## src/hw/rtl/rcn_pkg.sv

```systemverilog
// rcn_pkg: shared types and constants of the channel normalizer.
// Used by every module under hw/rtl; depends on nothing.
`default_nettype none

package rcn_pkg;

	localparam int TICK_W     = 16;
	localparam int US_W       = 16;
	localparam int NUM_W      = 23;
	localparam int DEN_W      = 16;
	localparam int CNT_W      = 5;
	localparam int BYTE_W     = 8;
	localparam int IDX_W      = 3;
	localparam int CFG_IDX_W  = 2;
	localparam int CFG_DATA_W = 12;
	localparam int DELTA_W    = 10;
	localparam int CENTER_W   = 12;
	localparam int IN_DATA_W  = 80;

	localparam logic [CFG_IDX_W-1:0] REG_ENDPOINT_DELTA = 2'd0;
	localparam logic [CFG_IDX_W-1:0] REG_PULSE_CENTER   = 2'd1;
	localparam logic [CFG_IDX_W-1:0] REG_EXTENDED_FRAME = 2'd2;

	localparam logic [DELTA_W-1:0]  DELTA_RESET  = 10'd200;
	localparam logic [CENTER_W-1:0] CENTER_RESET = 12'd1500;

	localparam logic [BYTE_W-1:0] FRAME_MAGIC  = 8'h87;
	localparam logic [BYTE_W-1:0] STARTUP_FLAG = 8'h10;
	localparam logic [CENTER_W-1:0] SWITCH_HYST = 12'd5;
	localparam logic [US_W-1:0] PULSE_MIN  = 16'd600;
	localparam logic [US_W-1:0] PULSE_MAX  = 16'd2500;
	localparam logic [US_W-1:0] CLAMP_LOW  = 16'd800;
	localparam logic [US_W-1:0] CLAMP_HIGH = 16'd2300;
	localparam logic [6:0] PCT_SCALE = 7'd101;
	localparam logic [6:0] PCT_LIMIT = 7'd100;

	localparam logic [IDX_W-1:0] LAST_SHORT = 3'd3;
	localparam logic [IDX_W-1:0] LAST_LONG  = 3'd7;
	localparam logic [CNT_W-1:0] DIV_LAST   = CNT_W'(NUM_W - 1);

	typedef enum logic [2:0] {
		ST_IDLE,
		ST_CAL,
		ST_PREP,
		ST_DIV,
		ST_STORE,
		ST_SWITCH,
		ST_SEND
	} state_t;

	typedef struct packed {
		logic load;
		logic calib;
		logic prep;
		logic store;
		logic sw_upd;
		logic send_adv;
	} cmd_t;

	typedef struct packed {
		logic stick_valid;
		logic div_busy;
		logic ch_last;
		logic byte_last;
	} status_t;

endpackage

`default_nettype wire

```

## src/hw/rtl/rc_channel_normalizer.sv

```systemverilog
// rc_channel_normalizer: top level, joins the sequencer and the datapath.
// Depends on rcn_pkg, rcn_ctrl, rcn_dp (and rcn_div below it).
//
// channel  group                        width  contents
// input    s_tvalid/s_tready            80+1   tick of receiver data
// output   m_tvalid/m_tready            8+1    frame bytes, tlast on the final one
// config   cfg_we/cfg_index/cfg_data    2+12   endpoint_delta, pulse_center,
//                                              extended_frame
//
// One tick at a time: accept, calibrate, then per stick a setup, the divider
// state (23 quotient steps and a check that it is done) and a store, then a
// switch update, then 4 or 8 bytes; the shared divider sets the pace. An
// invalid tick skips the arithmetic.
// s_tready is high only while idle; output stalls hold the current byte.
// arst_n clears state and calibration and returns the config registers to their defaults.
`default_nettype none

module rc_channel_normalizer (
	input  wire logic                            clk,
	input  wire logic                            arst_n,
	input  wire logic                            s_tvalid,
	output logic                                 s_tready,
	// ch1_ticks, ch2_ticks, ch3_ticks, raw_word_a, raw_word_b
	input  wire logic [rcn_pkg::IN_DATA_W-1:0]   s_tdata,
	// stick_valid
	input  wire logic                            s_tuser,
	output logic                                 m_tvalid,
	input  wire logic                            m_tready,
	// frame_byte
	output logic [rcn_pkg::BYTE_W-1:0]           m_tdata,
	output logic                                 m_tlast,
	input  wire logic                            cfg_we,
	input  wire logic [rcn_pkg::CFG_IDX_W-1:0]   cfg_index,
	input  wire logic [rcn_pkg::CFG_DATA_W-1:0]  cfg_data
);

	rcn_pkg::cmd_t    cmd;
	rcn_pkg::status_t status;

	rcn_ctrl u_ctrl (
		.clk      (clk),
		.arst_n   (arst_n),
		.s_tvalid (s_tvalid),
		.s_tready (s_tready),
		.m_tvalid (m_tvalid),
		.m_tready (m_tready),
		.status   (status),
		.cmd      (cmd)
	);

	rcn_dp u_dp (
		.clk       (clk),
		.arst_n    (arst_n),
		.cfg_we    (cfg_we),
		.cfg_index (cfg_index),
		.cfg_data  (cfg_data),
		.in_valid  (s_tuser),
		.in_data   (s_tdata),
		.cmd       (cmd),
		.status    (status),
		.out_byte  (m_tdata),
		.out_last  (m_tlast)
	);

endmodule

`default_nettype wire

```

## src/hw/rtl/rcn_div.sv

```systemverilog
// rcn_div: restoring divider, one quotient bit per cycle.
// Depends on rcn_pkg for widths.
`default_nettype none

module rcn_div (
	input  wire logic                       clk,
	input  wire logic                       arst_n,
	input  wire logic                       start,
	input  wire logic [rcn_pkg::NUM_W-1:0]  num,
	input  wire logic [rcn_pkg::DEN_W-1:0]  den,
	output logic                            busy,
	output logic [rcn_pkg::NUM_W-1:0]       quo
);

	logic                       busy_q;
	logic [rcn_pkg::CNT_W-1:0]  cnt_q;
	logic [rcn_pkg::DEN_W-1:0]  rem_q;
	logic [rcn_pkg::DEN_W-1:0]  den_q;
	logic [rcn_pkg::NUM_W-1:0]  quo_q;
	logic [rcn_pkg::DEN_W:0]    rem_sh;
	logic                       fits;
	logic [rcn_pkg::DEN_W-1:0]  rem_nx;

	always_comb begin
		rem_sh = {rem_q, quo_q[rcn_pkg::NUM_W-1]};
		fits   = rem_sh >= {1'b0, den_q};
		rem_nx = fits ? rcn_pkg::DEN_W'(rem_sh - {1'b0, den_q})
		              : rem_sh[rcn_pkg::DEN_W-1:0];
	end

	always_ff @(posedge clk or negedge arst_n) begin
		if (!arst_n) begin
			busy_q <= 1'b0;
			cnt_q  <= '0;
		end else if (start) begin
			busy_q <= 1'b1;
			cnt_q  <= '0;
		end else if (busy_q) begin
			if (cnt_q == rcn_pkg::DIV_LAST) begin
				busy_q <= 1'b0;
			end
			cnt_q <= cnt_q + 1'b1;
		end
	end

	always_ff @(posedge clk) begin
		if (start) begin
			rem_q <= '0;
			den_q <= den;
			quo_q <= num;
		end else if (busy_q) begin
			rem_q <= rem_nx;
			quo_q <= {quo_q[rcn_pkg::NUM_W-2:0], fits};
		end
	end

	assign busy = busy_q;
	assign quo  = quo_q;

endmodule

`default_nettype wire

```

## src/hw/rtl/rcn_ctrl.sv

```systemverilog
// rcn_ctrl: sequencer of the channel normalizer.
// Depends on rcn_pkg for state, command and status types.
`default_nettype none

module rcn_ctrl (
	input  wire logic             clk,
	input  wire logic             arst_n,
	input  wire logic             s_tvalid,
	output logic                  s_tready,
	output logic                  m_tvalid,
	input  wire logic             m_tready,
	input  wire rcn_pkg::status_t status,
	output rcn_pkg::cmd_t         cmd
);

	rcn_pkg::state_t state_q;
	rcn_pkg::state_t state_nx;

	always_ff @(posedge clk or negedge arst_n) begin
		if (!arst_n) begin
			state_q <= rcn_pkg::ST_IDLE;
		end else begin
			state_q <= state_nx;
		end
	end

	always_comb begin
		state_nx = state_q;
		case (state_q)
			rcn_pkg::ST_IDLE: begin
				if (s_tvalid) state_nx = rcn_pkg::ST_CAL;
			end
			rcn_pkg::ST_CAL: begin
				state_nx = status.stick_valid ? rcn_pkg::ST_PREP : rcn_pkg::ST_SEND;
			end
			rcn_pkg::ST_PREP: begin
				state_nx = rcn_pkg::ST_DIV;
			end
			rcn_pkg::ST_DIV: begin
				if (!status.div_busy) state_nx = rcn_pkg::ST_STORE;
			end
			rcn_pkg::ST_STORE: begin
				state_nx = status.ch_last ? rcn_pkg::ST_SWITCH : rcn_pkg::ST_PREP;
			end
			rcn_pkg::ST_SWITCH: begin
				state_nx = rcn_pkg::ST_SEND;
			end
			rcn_pkg::ST_SEND: begin
				if (m_tready && status.byte_last) state_nx = rcn_pkg::ST_IDLE;
			end
			default: begin
				state_nx = rcn_pkg::ST_IDLE;
			end
		endcase
	end

	always_comb begin
		s_tready = 1'b0;
		m_tvalid = 1'b0;
		cmd      = '0;
		case (state_q)
			rcn_pkg::ST_IDLE: begin
				s_tready = 1'b1;
				cmd.load = s_tvalid;
			end
			rcn_pkg::ST_CAL: begin
				cmd.calib = status.stick_valid;
			end
			rcn_pkg::ST_PREP: begin
				cmd.prep = 1'b1;
			end
			rcn_pkg::ST_STORE: begin
				cmd.store = 1'b1;
			end
			rcn_pkg::ST_SWITCH: begin
				cmd.sw_upd = 1'b1;
			end
			rcn_pkg::ST_SEND: begin
				m_tvalid     = 1'b1;
				cmd.send_adv = m_tready;
			end
			default: begin
			end
		endcase
	end

endmodule

`default_nettype wire

```

## src/hw/rtl/rcn_dp.sv

```systemverilog
// rcn_dp: datapath of the channel normalizer: scaling, calibration, end
// points, percentage division, switch hysteresis and frame byte select.
// Depends on rcn_pkg and rcn_div.
`default_nettype none

module rcn_dp (
	input  wire logic                            clk,
	input  wire logic                            arst_n,
	input  wire logic                            cfg_we,
	input  wire logic [rcn_pkg::CFG_IDX_W-1:0]   cfg_index,
	input  wire logic [rcn_pkg::CFG_DATA_W-1:0]  cfg_data,
	input  wire logic                            in_valid,
	input  wire logic [rcn_pkg::IN_DATA_W-1:0]   in_data,
	input  wire rcn_pkg::cmd_t                   cmd,
	output rcn_pkg::status_t                     status,
	output logic [rcn_pkg::BYTE_W-1:0]           out_byte,
	output logic                                 out_last
);

	logic [rcn_pkg::DELTA_W-1:0]  delta_q;
	logic [rcn_pkg::CENTER_W-1:0] center_q;
	logic                         ext_cfg_q;

	logic                         valid_q;
	logic                         ext_q;
	logic [rcn_pkg::US_W-1:0]     us_q [2];
	logic [rcn_pkg::US_W-1:0]     sw_us_q;
	logic [rcn_pkg::TICK_W-1:0]   raw_a_q;
	logic [rcn_pkg::TICK_W-1:0]   raw_b_q;

	logic                         cal_q;
	logic [rcn_pkg::US_W-1:0]     centre_q [2];
	logic [rcn_pkg::US_W-1:0]     low_q [2];
	logic [rcn_pkg::US_W-1:0]     high_q [2];
	logic                         sw_on_q;

	logic                         ch_q;
	logic                         zero_q;
	logic                         neg_q;
	logic [rcn_pkg::BYTE_W-1:0]   pct_q [2];
	logic [rcn_pkg::BYTE_W-1:0]   flags_q;
	logic [rcn_pkg::IDX_W-1:0]    idx_q;

	logic [rcn_pkg::TICK_W-1:0]   tick [3];
	logic [rcn_pkg::US_W-1:0]     scaled [3];
	logic [rcn_pkg::US_W-1:0]     us_raw, uc, cen, lo, hi, lo_nx, hi_nx, diff;
	logic                         in_range, below, above, zero;
	logic [rcn_pkg::NUM_W-1:0]    num;
	logic [rcn_pkg::DEN_W-1:0]    den;
	logic                         div_busy;
	logic [rcn_pkg::NUM_W-1:0]    quo;
	logic [6:0]                   mag;
	logic [rcn_pkg::BYTE_W-1:0]   pct;
	logic [rcn_pkg::US_W-1:0]     on_lvl, off_lvl;
	logic                         sw_nx;
	logic [rcn_pkg::BYTE_W-1:0]   frame [8];

	rcn_div u_div (
		.clk    (clk),
		.arst_n (arst_n),
		.start  (cmd.prep),
		.num    (num),
		.den    (den),
		.busy   (div_busy),
		.quo    (quo)
	);

	// scale 750 ns ticks to microseconds: t * 3 / 4
	always_comb begin
		for (int k = 0; k < 3; k++) begin
			tick[k]   = in_data[k*rcn_pkg::TICK_W +: rcn_pkg::TICK_W];
			scaled[k] = rcn_pkg::US_W'(({2'b00, tick[k]} + {1'b0, tick[k], 1'b0}) >> 2);
		end
	end

	always_comb begin
		us_raw   = us_q[ch_q];
		cen      = centre_q[ch_q];
		lo       = low_q[ch_q];
		hi       = high_q[ch_q];
		in_range = (us_raw >= rcn_pkg::PULSE_MIN) && (us_raw <= rcn_pkg::PULSE_MAX);
		if (us_raw < rcn_pkg::CLAMP_LOW) begin
			uc = rcn_pkg::CLAMP_LOW;
		end else if (us_raw > rcn_pkg::CLAMP_HIGH) begin
			uc = rcn_pkg::CLAMP_HIGH;
		end else begin
			uc = us_raw;
		end
		below = uc < cen;
		above = uc > cen;
		zero  = !in_range || (uc == cen);
		lo_nx = (in_range && below && (uc < lo)) ? uc : lo;
		hi_nx = (in_range && above && (uc > hi)) ? uc : hi;
		diff  = below ? cen - uc : uc - cen;
		num   = rcn_pkg::NUM_W'(diff) * rcn_pkg::NUM_W'(rcn_pkg::PCT_SCALE);
		den   = below ? cen - lo_nx : hi_nx - cen;
	end

	always_comb begin
		mag = (quo > rcn_pkg::NUM_W'(rcn_pkg::PCT_LIMIT)) ? rcn_pkg::PCT_LIMIT : quo[6:0];
		if (zero_q) begin
			pct = '0;
		end else if (neg_q) begin
			pct = rcn_pkg::BYTE_W'(-{1'b0, mag});
		end else begin
			pct = {1'b0, mag};
		end
	end

	always_comb begin
		on_lvl  = rcn_pkg::US_W'(center_q) + rcn_pkg::US_W'(rcn_pkg::SWITCH_HYST);
		off_lvl = rcn_pkg::US_W'(center_q) - rcn_pkg::US_W'(rcn_pkg::SWITCH_HYST);
		if (sw_on_q) begin
			sw_nx = !((center_q >= rcn_pkg::SWITCH_HYST) && (sw_us_q < off_lvl));
		end else begin
			sw_nx = sw_us_q > on_lvl;
		end
	end

	always_ff @(posedge clk or negedge arst_n) begin
		if (!arst_n) begin
			delta_q   <= rcn_pkg::DELTA_RESET;
			center_q  <= rcn_pkg::CENTER_RESET;
			ext_cfg_q <= 1'b0;
		end else if (cfg_we) begin
			case (cfg_index)
				rcn_pkg::REG_ENDPOINT_DELTA: delta_q   <= cfg_data[rcn_pkg::DELTA_W-1:0];
				rcn_pkg::REG_PULSE_CENTER:   center_q  <= cfg_data;
				rcn_pkg::REG_EXTENDED_FRAME: ext_cfg_q <= cfg_data[0];
				default: begin
				end
			endcase
		end
	end

	always_ff @(posedge clk or negedge arst_n) begin
		if (!arst_n) begin
			cal_q   <= 1'b0;
			sw_on_q <= 1'b0;
			ch_q    <= 1'b0;
			idx_q   <= '0;
			for (int k = 0; k < 2; k++) begin
				centre_q[k] <= '0;
				low_q[k]    <= '0;
				high_q[k]   <= '0;
			end
		end else begin
			if (cmd.load) begin
				ch_q  <= 1'b0;
				idx_q <= '0;
			end
			if (cmd.calib && !cal_q) begin
				cal_q <= 1'b1;
				for (int k = 0; k < 2; k++) begin
					centre_q[k] <= us_q[k];
					low_q[k]    <= (us_q[k] > rcn_pkg::US_W'(delta_q))
					               ? us_q[k] - rcn_pkg::US_W'(delta_q) : '0;
					high_q[k]   <= us_q[k] + rcn_pkg::US_W'(delta_q);
				end
			end
			if (cmd.prep) begin
				low_q[ch_q]  <= lo_nx;
				high_q[ch_q] <= hi_nx;
			end
			if (cmd.store) begin
				ch_q <= ~ch_q;
			end
			if (cmd.sw_upd) begin
				sw_on_q <= sw_nx;
			end
			if (cmd.send_adv) begin
				idx_q <= idx_q + 1'b1;
			end
		end
	end

	always_ff @(posedge clk) begin
		if (cmd.load) begin
			valid_q  <= in_valid;
			ext_q    <= ext_cfg_q;
			us_q[0]  <= scaled[0];
			us_q[1]  <= scaled[1];
			sw_us_q  <= scaled[2];
			raw_a_q  <= in_data[3*rcn_pkg::TICK_W +: rcn_pkg::TICK_W];
			raw_b_q  <= in_data[4*rcn_pkg::TICK_W +: rcn_pkg::TICK_W];
			pct_q[0] <= '0;
			pct_q[1] <= '0;
			flags_q  <= in_valid ? '0 : rcn_pkg::STARTUP_FLAG;
		end
		if (cmd.prep) begin
			zero_q <= zero;
			neg_q  <= below;
		end
		if (cmd.store) begin
			pct_q[ch_q] <= pct;
		end
		if (cmd.sw_upd) begin
			flags_q <= {7'b0, sw_nx};
		end
	end

	always_comb begin
		frame[0] = rcn_pkg::FRAME_MAGIC;
		frame[1] = pct_q[0];
		frame[2] = pct_q[1];
		frame[3] = flags_q;
		frame[4] = {1'b0, raw_a_q[11:5]};
		frame[5] = {1'b0, raw_a_q[4:0], raw_b_q[15:14]};
		frame[6] = {1'b0, raw_b_q[13:7]};
		frame[7] = {1'b0, raw_b_q[6:0]};
	end

	assign out_byte = frame[idx_q];
	assign out_last = idx_q == (ext_q ? rcn_pkg::LAST_LONG : rcn_pkg::LAST_SHORT);

	always_comb begin
		status.stick_valid = valid_q;
		status.div_busy    = div_busy;
		status.ch_last     = ch_q;
		status.byte_last   = out_last;
	end

endmodule

`default_nettype wire
```

## config.mk

```make
export PLATFORM = sky130hd
export DESIGN_NAME = rc_channel_normalizer
export DESIGN_NICKNAME = d
export VERILOG_FILES = /design/src/hw/rtl/rcn_pkg.sv /design/src/hw/rtl/rc_channel_normalizer.sv /design/src/hw/rtl/rcn_div.sv /design/src/hw/rtl/rcn_ctrl.sv /design/src/hw/rtl/rcn_dp.sv
export SDC_FILE = /design/constraint.sdc
export NUM_CORES = 1
export LEC_CHECK = 0
export BUFFER_PORTS_ARGS = -buffer_cell sky130_fd_sc_hd__buf_2
export CAP_MARGIN = 20
export CORE_AREA = 8 8 319 244
export DETAILED_ROUTE_END_ITERATION = 12
export DIE_AREA = 0 0 327 252
export HOLD_SLACK_MARGIN = 0.06
export REMOVE_ABC_BUFFERS = 1
export SETUP_SLACK_MARGIN = 0.02
export SLEW_MARGIN = 25
export SYNTH_ARGS = -nofsm -noshare
export SYNTH_HDL_FRONTEND = slang
export SYNTH_HIERARCHICAL = 1
export SYNTH_SLANG_ARGS = --single-unit
```

## constraint.sdc

```tcl
create_clock -name clk -period 18.4 [get_ports clk]
set_input_delay 3.68 -clock clk [delete_from_list [all_inputs] [get_ports clk]]
set_output_delay 3.68 -clock clk [all_outputs]
set_load 0.01 [all_outputs]
```

; ---- Yosys cells after proc, flatten, opt, wreduce, memory -nomap -nowiden
; Memory sizes are Yosys's and may differ from the RTL's.
; Index checks and enable logic that the tools add are counted.
[word_totals]
latch_bits = 0
word_cells = 176
ff_bits = 242
ram_bits = 48
memories = 2
inputBits = 100
mem_bits_ro = 0
output_inout_bits = 11
[classes]
reduce_logical = 24
n_div = 0
mul = 1
magnitude_cmp = 18
eq_ne = 14
n_mux = 69
addsub = 17
n_shift = 0
n_bitwise = 3
[mem_list]
columns = memory, words, word_bits, rd, rd_ports_with_merged_regs, write_ports, line_no
row1 = u_dp.us_q, 2, 16, 3, 0, 2, rcn_dp.sv:26  ; logic [rcn_pkg::US_W-1:0] us_q [2];
row2 = u_dp.pct_q, 2, 8, 2, 0, 2, rcn_dp.sv:40  ; logic [rcn_pkg::BYTE_W-1:0] pct_q [2];
[ops]
columns = op, count
row1 = $mux W16, 19
row2 = $mux W32, 4
row3 = $sub A16 B16 Y16, 5
row4 = $bwmux W32, 2
row5 = $add A16 B17 Y18, 3
row6 = $gt A16 B16 Y1, 3
row7 = $lt A16 B16 Y1, 3
row8 = $mux W23, 2
row9 = $mux W8, 5
row10 = $add A16 B10 Y16, 2
row11 = $gt A16 B10 Y1, 2
row12 = $sub A16 B10 Y16, 2
row13 = $bmux W8 S3, 1
row14 = $mux W3, 8
row15 = $gt A23 B7 Y1 const B, 1
row16 = $mul A16 B7 Y23 const B, 1
row17 = $mux W1, 22
row18 = $pmux W3 S7, 1
row19 = $ge A17 B16 Y1, 1
row20 = $demux W16 S1, 1
row21 = $eq A16 B16 Y1, 1
row22 = $ge A16 B10 Y1 const B, 1
row23 = $gt A16 B12 Y1 const B, 1
row24 = $le A16 B12 Y1 const B, 1
row25 = other kinds (33), 54

; ---- Logic depth before layout (Yosys ltp)
[depth]
ltp_word = 10
ltp_mapped = 41
depth_no_buf = 35

; ---- By module
; Netlist, hierarchy kept.
[by_module_without_submodules]
columns = module, instances, cells_per_inst, seq_area_each_um2, area_per_inst_um2
row1 = rcn_dp, 1, 2421, 6073.3, 21505.6
row2 = rcn_div, 1, 300, 1641.6, 3354.5
row3 = rcn_ctrl, 1, 37, 75.1, 291.5

; ---- Worst setup path before layout
; No wires, ideal clock.
[synth_timing]
path_type = reg2reg
startpoint = register u_dp.ch_q
endpoint = register u_dp.u_div.quo_q, in the netlist u_dp/u_div/quo[21] (data pin)
path_slack_ns = 9.581
synth_period_minus_slack_ns = 8.819
t_required_ns = 18.140
path_buffers = 14
t_arrival_ns = 8.559
setup_ns = 0.260
path_stages_with_launch = 41
cell_sequence = dfrtp_1 buf_2 buf_2 buf_4 buf_6 buf_2 buf_1 buf_2 buf_2 mux2i_1 ha_1 clkbuf_1 o21ai_0 nand2b_1 a31o_1 a221o_1 clkbuf_1 buf_2 (+5 left out) ha_1 inv_1 fa_1 inv_1 ha_1 inv_1 fa_1 inv_1 ha_1 o21a_1 o31ai_1 a21oi_1 a41oi_1 a21oi_1 a211o_1 o31a_1 xor2_1 mux2_2
[synth_between]
elab_chain_cells = 8
[synth_lines]
columns = item, line_no
row1 = from (decl), rcn_dp.sv:37  ; logic ch_q;
row2 = from (signal assigned), rcn_dp.sv:166  ; ch_q <= ~ch_q;
row3 = $mem_v2 Z2 W16 or $not A1 Y2 (tied branches), --
row4 = $gt A16 B12 Y1 or $mux W16 (tied branches), "rcn_dp.sv:84, rcn_dp.sv:78"
row5 = "$mux W16, on equally long branches", "rcn_dp.sv:84, rcn_dp.sv:78"
row6 = "$mux W16, on equally long branches", "rcn_dp.sv:82, rcn_dp.sv:78"
row7 = $sub A16 B16 Y16 or $lt A16 B16 Y1 (tied branches), "rcn_dp.sv:94, rcn_dp.sv:89"
row8 = $mux W16 *, rcn_dp.sv:94  ; diff = below ? cen - uc : uc - cen;
row9 = "net u_dp.diff, one bit", rcn_dp.sv:46  ; logic [rcn_pkg::US_W-1:0] us_raw, uc, cen, lo, hi, lo_nx, hi_nx, diff;
row10 = $mul A16 B7 Y23 *, rcn_dp.sv:95  ; num = rcn_pkg::NUM_W'(diff) * rcn_pkg::NUM_W'(rcn_pkg::PCT_SCALE);
row11 = "net u_dp.num, one bit", rcn_dp.sv:48  ; logic [rcn_pkg::NUM_W-1:0] num;
row12 = $mux W23 *, rcn_div.sv:47  ; if (start) begin
row13 = to (signal assigned), rcn_div.sv:50  ; quo_q <= num;
row14 = to (signal assigned), rcn_div.sv:53  ; quo_q <= {quo_q[rcn_pkg::NUM_W-2:0], fits};
row15 = to (decl), rcn_div.sv:19  ; logic [rcn_pkg::NUM_W-1:0] quo_q;
; The timed path passes the listed nets; every way through them passes the cells marked *. The select of a mux whose other input is x is not followed.
; A chain may end at the register's enable or synchronous reset.

; ---- Final worst setup path
[layout_timing]
startpoint = register u_dp.ch_q
endpoint = register u_dp.u_div.quo_q, in the netlist u_dp/u_div/quo[22] (data pin)
[layout_between]
elab_chain_cells = 8
[layout_lines]
columns = item, line_no
row1 = $mem_v2 Z2 W16 or $not A1 Y2 (tied branches), --
row2 = $gt A16 B12 Y1 or $mux W16 (tied branches), "rcn_dp.sv:84, rcn_dp.sv:78"
row3 = "$mux W16, on equally long branches", "rcn_dp.sv:84, rcn_dp.sv:78"
row4 = "$mux W16, on equally long branches", "rcn_dp.sv:82, rcn_dp.sv:78"
row5 = $sub A16 B16 Y16 or $lt A16 B16 Y1 (tied branches), "rcn_dp.sv:94, rcn_dp.sv:89"
row6 = $mux W16 *, rcn_dp.sv:94
row7 = $mul A16 B7 Y23 *, rcn_dp.sv:95
row8 = "net u_dp.num, one bit", rcn_dp.sv:48
row9 = $mux W23 *, rcn_div.sv:47
; Marks and branches as above.

==> metrics.txt <==
H-tree Lvls=2; Synth area leader=edfxtp_1; Root Driver=clkbuf_16; CP Class=register to register; TritonCTS clock tree=built; clk buf depth=3; setup TNS=0 ns; DRC errors left=0; cell count after synthesis=2758; num rows=between 80 and 90; Unique masters post-synth=about 100; I/O pin total=111; post-CTS sizing=0; Synth top area share=between 10% and 20%; remaining antenna violation count after routing=0; most used cells in the layout excluding fill and tap cells=ha_1 (295), inv_1 (243), nand2_1 (197); first-pass GRT wire length=108 mm; Die ar.=just over 80000 um2; Synth-to-Final Area Change=10.6%; Post-synth EDFFs=between 100 and 150; Synth area leaders=edfxtp_1 (16%), ha_1 (15%), dfrtp_1 (12%), inv_1 (3.6%), xnor2_1 (3.6%); worst hold path class=register to register; GRT Residual Overflow=0; Worst R2R Path Depth=33; drt wl/cell=18.0 um; Largest stage delay, worst path=around 0.71 ns; Seq cells post-synth=about 290; final setup violation count=0; starting DRC count in detailed routing=~1800; diode count=0; period utilization=a little under three fifths; hpwl dp=between 50 and 60 mm; Setup Fix Bufs, Post-CTS=0; CP startpoint kind=register; Die Wd=~330 um; routability congestion estimate=roughly 0.91; WL final=slightly below 70 mm; Max-cap violations=0; chip height=about 250 um; Final Hold Violating Endpoints=0; vias in the first global route=between 15000 and 20000; Primary FF master, synth=edfxtp_1; Hold EP=u_dp/centre_q[15]; area of the core=a little over 70000 um2; max-slew violations=0; initial antenna violation count=6; Total Nets Final=~3200; clock slew at reported path FFs=about 0.06 ns; clk sinks=roughly 290; ys async rst share=between 40% and 50%; relative slew slack=between 30% and 40%; critical path endpoint category=register; IO Port Bufs=about 110; number of CTS-inserted buffers=35; slew at the pin closest to its max-slew limit=1.02 ns; RSZ-0062 raised after global routing=false; Tot GR Track Use=16.1%; crit path launch=u_dp/ch_q; Synth Cell Area=about 25000 um2; hold-fix buffers at CTS=0; Worst EP required=about 19 ns; fraction of layout cells with a size suffix above 1=~11%; average cell area after synthesis=~9 um2; R2R Path End=u_dp/u_div/quo[22]; Final Skew=between 0.03 and 0.04 ns; largest net degree at the start of global routing=80; Max Clock Freq=about 100 MHz; drt first pass iters=6; reg2reg setup slack=just over 8 ns; crit path max fanout=just over 50; Max stage delay cell, worst path=dfrtp_4; via count=slightly above 20000; fin crit period=approximately 10 ns; hold path cells=2; status=finished, final reports clean; commonest non-fill, non-tap cell in the layout=ha_1; Critical Path Most Common Cell=inv_1; critical path data arrival time=10.54 ns; sequential share of the synthesized area=31.0%; hold_sp=u_dp/centre_q[15]; Ys Warns=6; initial core utilization=34.6%; Clock Latency Late Sink=between 0.5 and 0.6 ns; Via density=~5.3; r2r startpoint=u_dp/ch_q
## flip-flops by register name, indices dropped and copies added, names as in the netlist, 23 cells and up
name,cells
u_dp/centre_q,32
u_dp/high_q,32
u_dp/low_q,32
u_dp/us_q,32
u_dp/u_div/quo,23
## metrics by stage
step	util [%]	cell area (um2)	cells	setup WS (ns)	hold WS, ns
6_report	38.3	27800	3813	8.15	0.471
5_1_grt	38.3	27800	3813	7.54	0.494
4_1_cts	38.3	27800	3813	8.26	0.478
3_5_place_dp	36.7	26700	3750	8.31	0.464
3_3_place_gp	36.7	26700	3750	8.33	0.458
2_1_floorplan	-	24700	2652	7.24	0.419
## cell usage after synthesis, drive strengths merged, types with 41 or more instances
library cell and count:
ha 295, inv 244, nand2 198, nor2 181, a21oi 170, o21ai 159, edfxtp 136, dfrtp 124
xnor2 103, mux2i 87, clkbuf 79, xor2 64, nor3 60, mux2 59, nand3 56, a211oi 54
a21o 53, nand2b 41
## worst max-delay path by stage
stage,endpoint,cells past startpoint
after floorplan,u_dp/u_div/quo[22],33
after CTS,u_dp/u_div/quo[22],33
after global routing,u_dp/u_div/quo[22],33
after detailed placement,u_dp/u_div/quo[22],33
after global placement,u_dp/u_div/quo[22],33
final,u_dp/u_div/quo[22],33
## per-layer routing
layer / global-route usage (%) / part of all wire [%]
met1: 24.5 / 50
met2: 23.4 / 41
met3: 2.91 / 7.2
met4: 3.48 / 1.8
met5: 0 / 0
## cell type report
| class | count | area [um2] |
|---|---|---|
| clock buffers | 47 | 961 |
| clock inverters | 16 | 179 |
| fillers | 7374 | 44800 |
| inverters | 245 | 920 |
| multi-input cells | 2120 | 16000 |
| flip-flops and latches | 287 | 7790 |
| well taps | 968 | 1210 |
| repair buffers | 130 | 717 |
## cells by family after synthesis
group	share of synthesized area, %
fa+ha+maj	17.2
compound gates	18.7
xor+xnor	5.85
flops	31.0
buf+inv	5.73
other cells	0.0299
simple gates	14.8
mux	6.75
## worst max-delay path, delay by kind of cell, from the launching register on
kind	cells	cell delay (ns)
muxes	2	0.88
DFF	1	0.71
xor gates and xnor gates	2	0.42
adders and majority gates	5	1.99
buffers and inverters	6	0.81
and+or+nand+nor	4	1.34
AOI/OAI and AO/OA	14	3.77
Power is left out: the tool's default activity adds up to more than one toggle a clock period on the data nets, which glitch-free logic cannot reach.
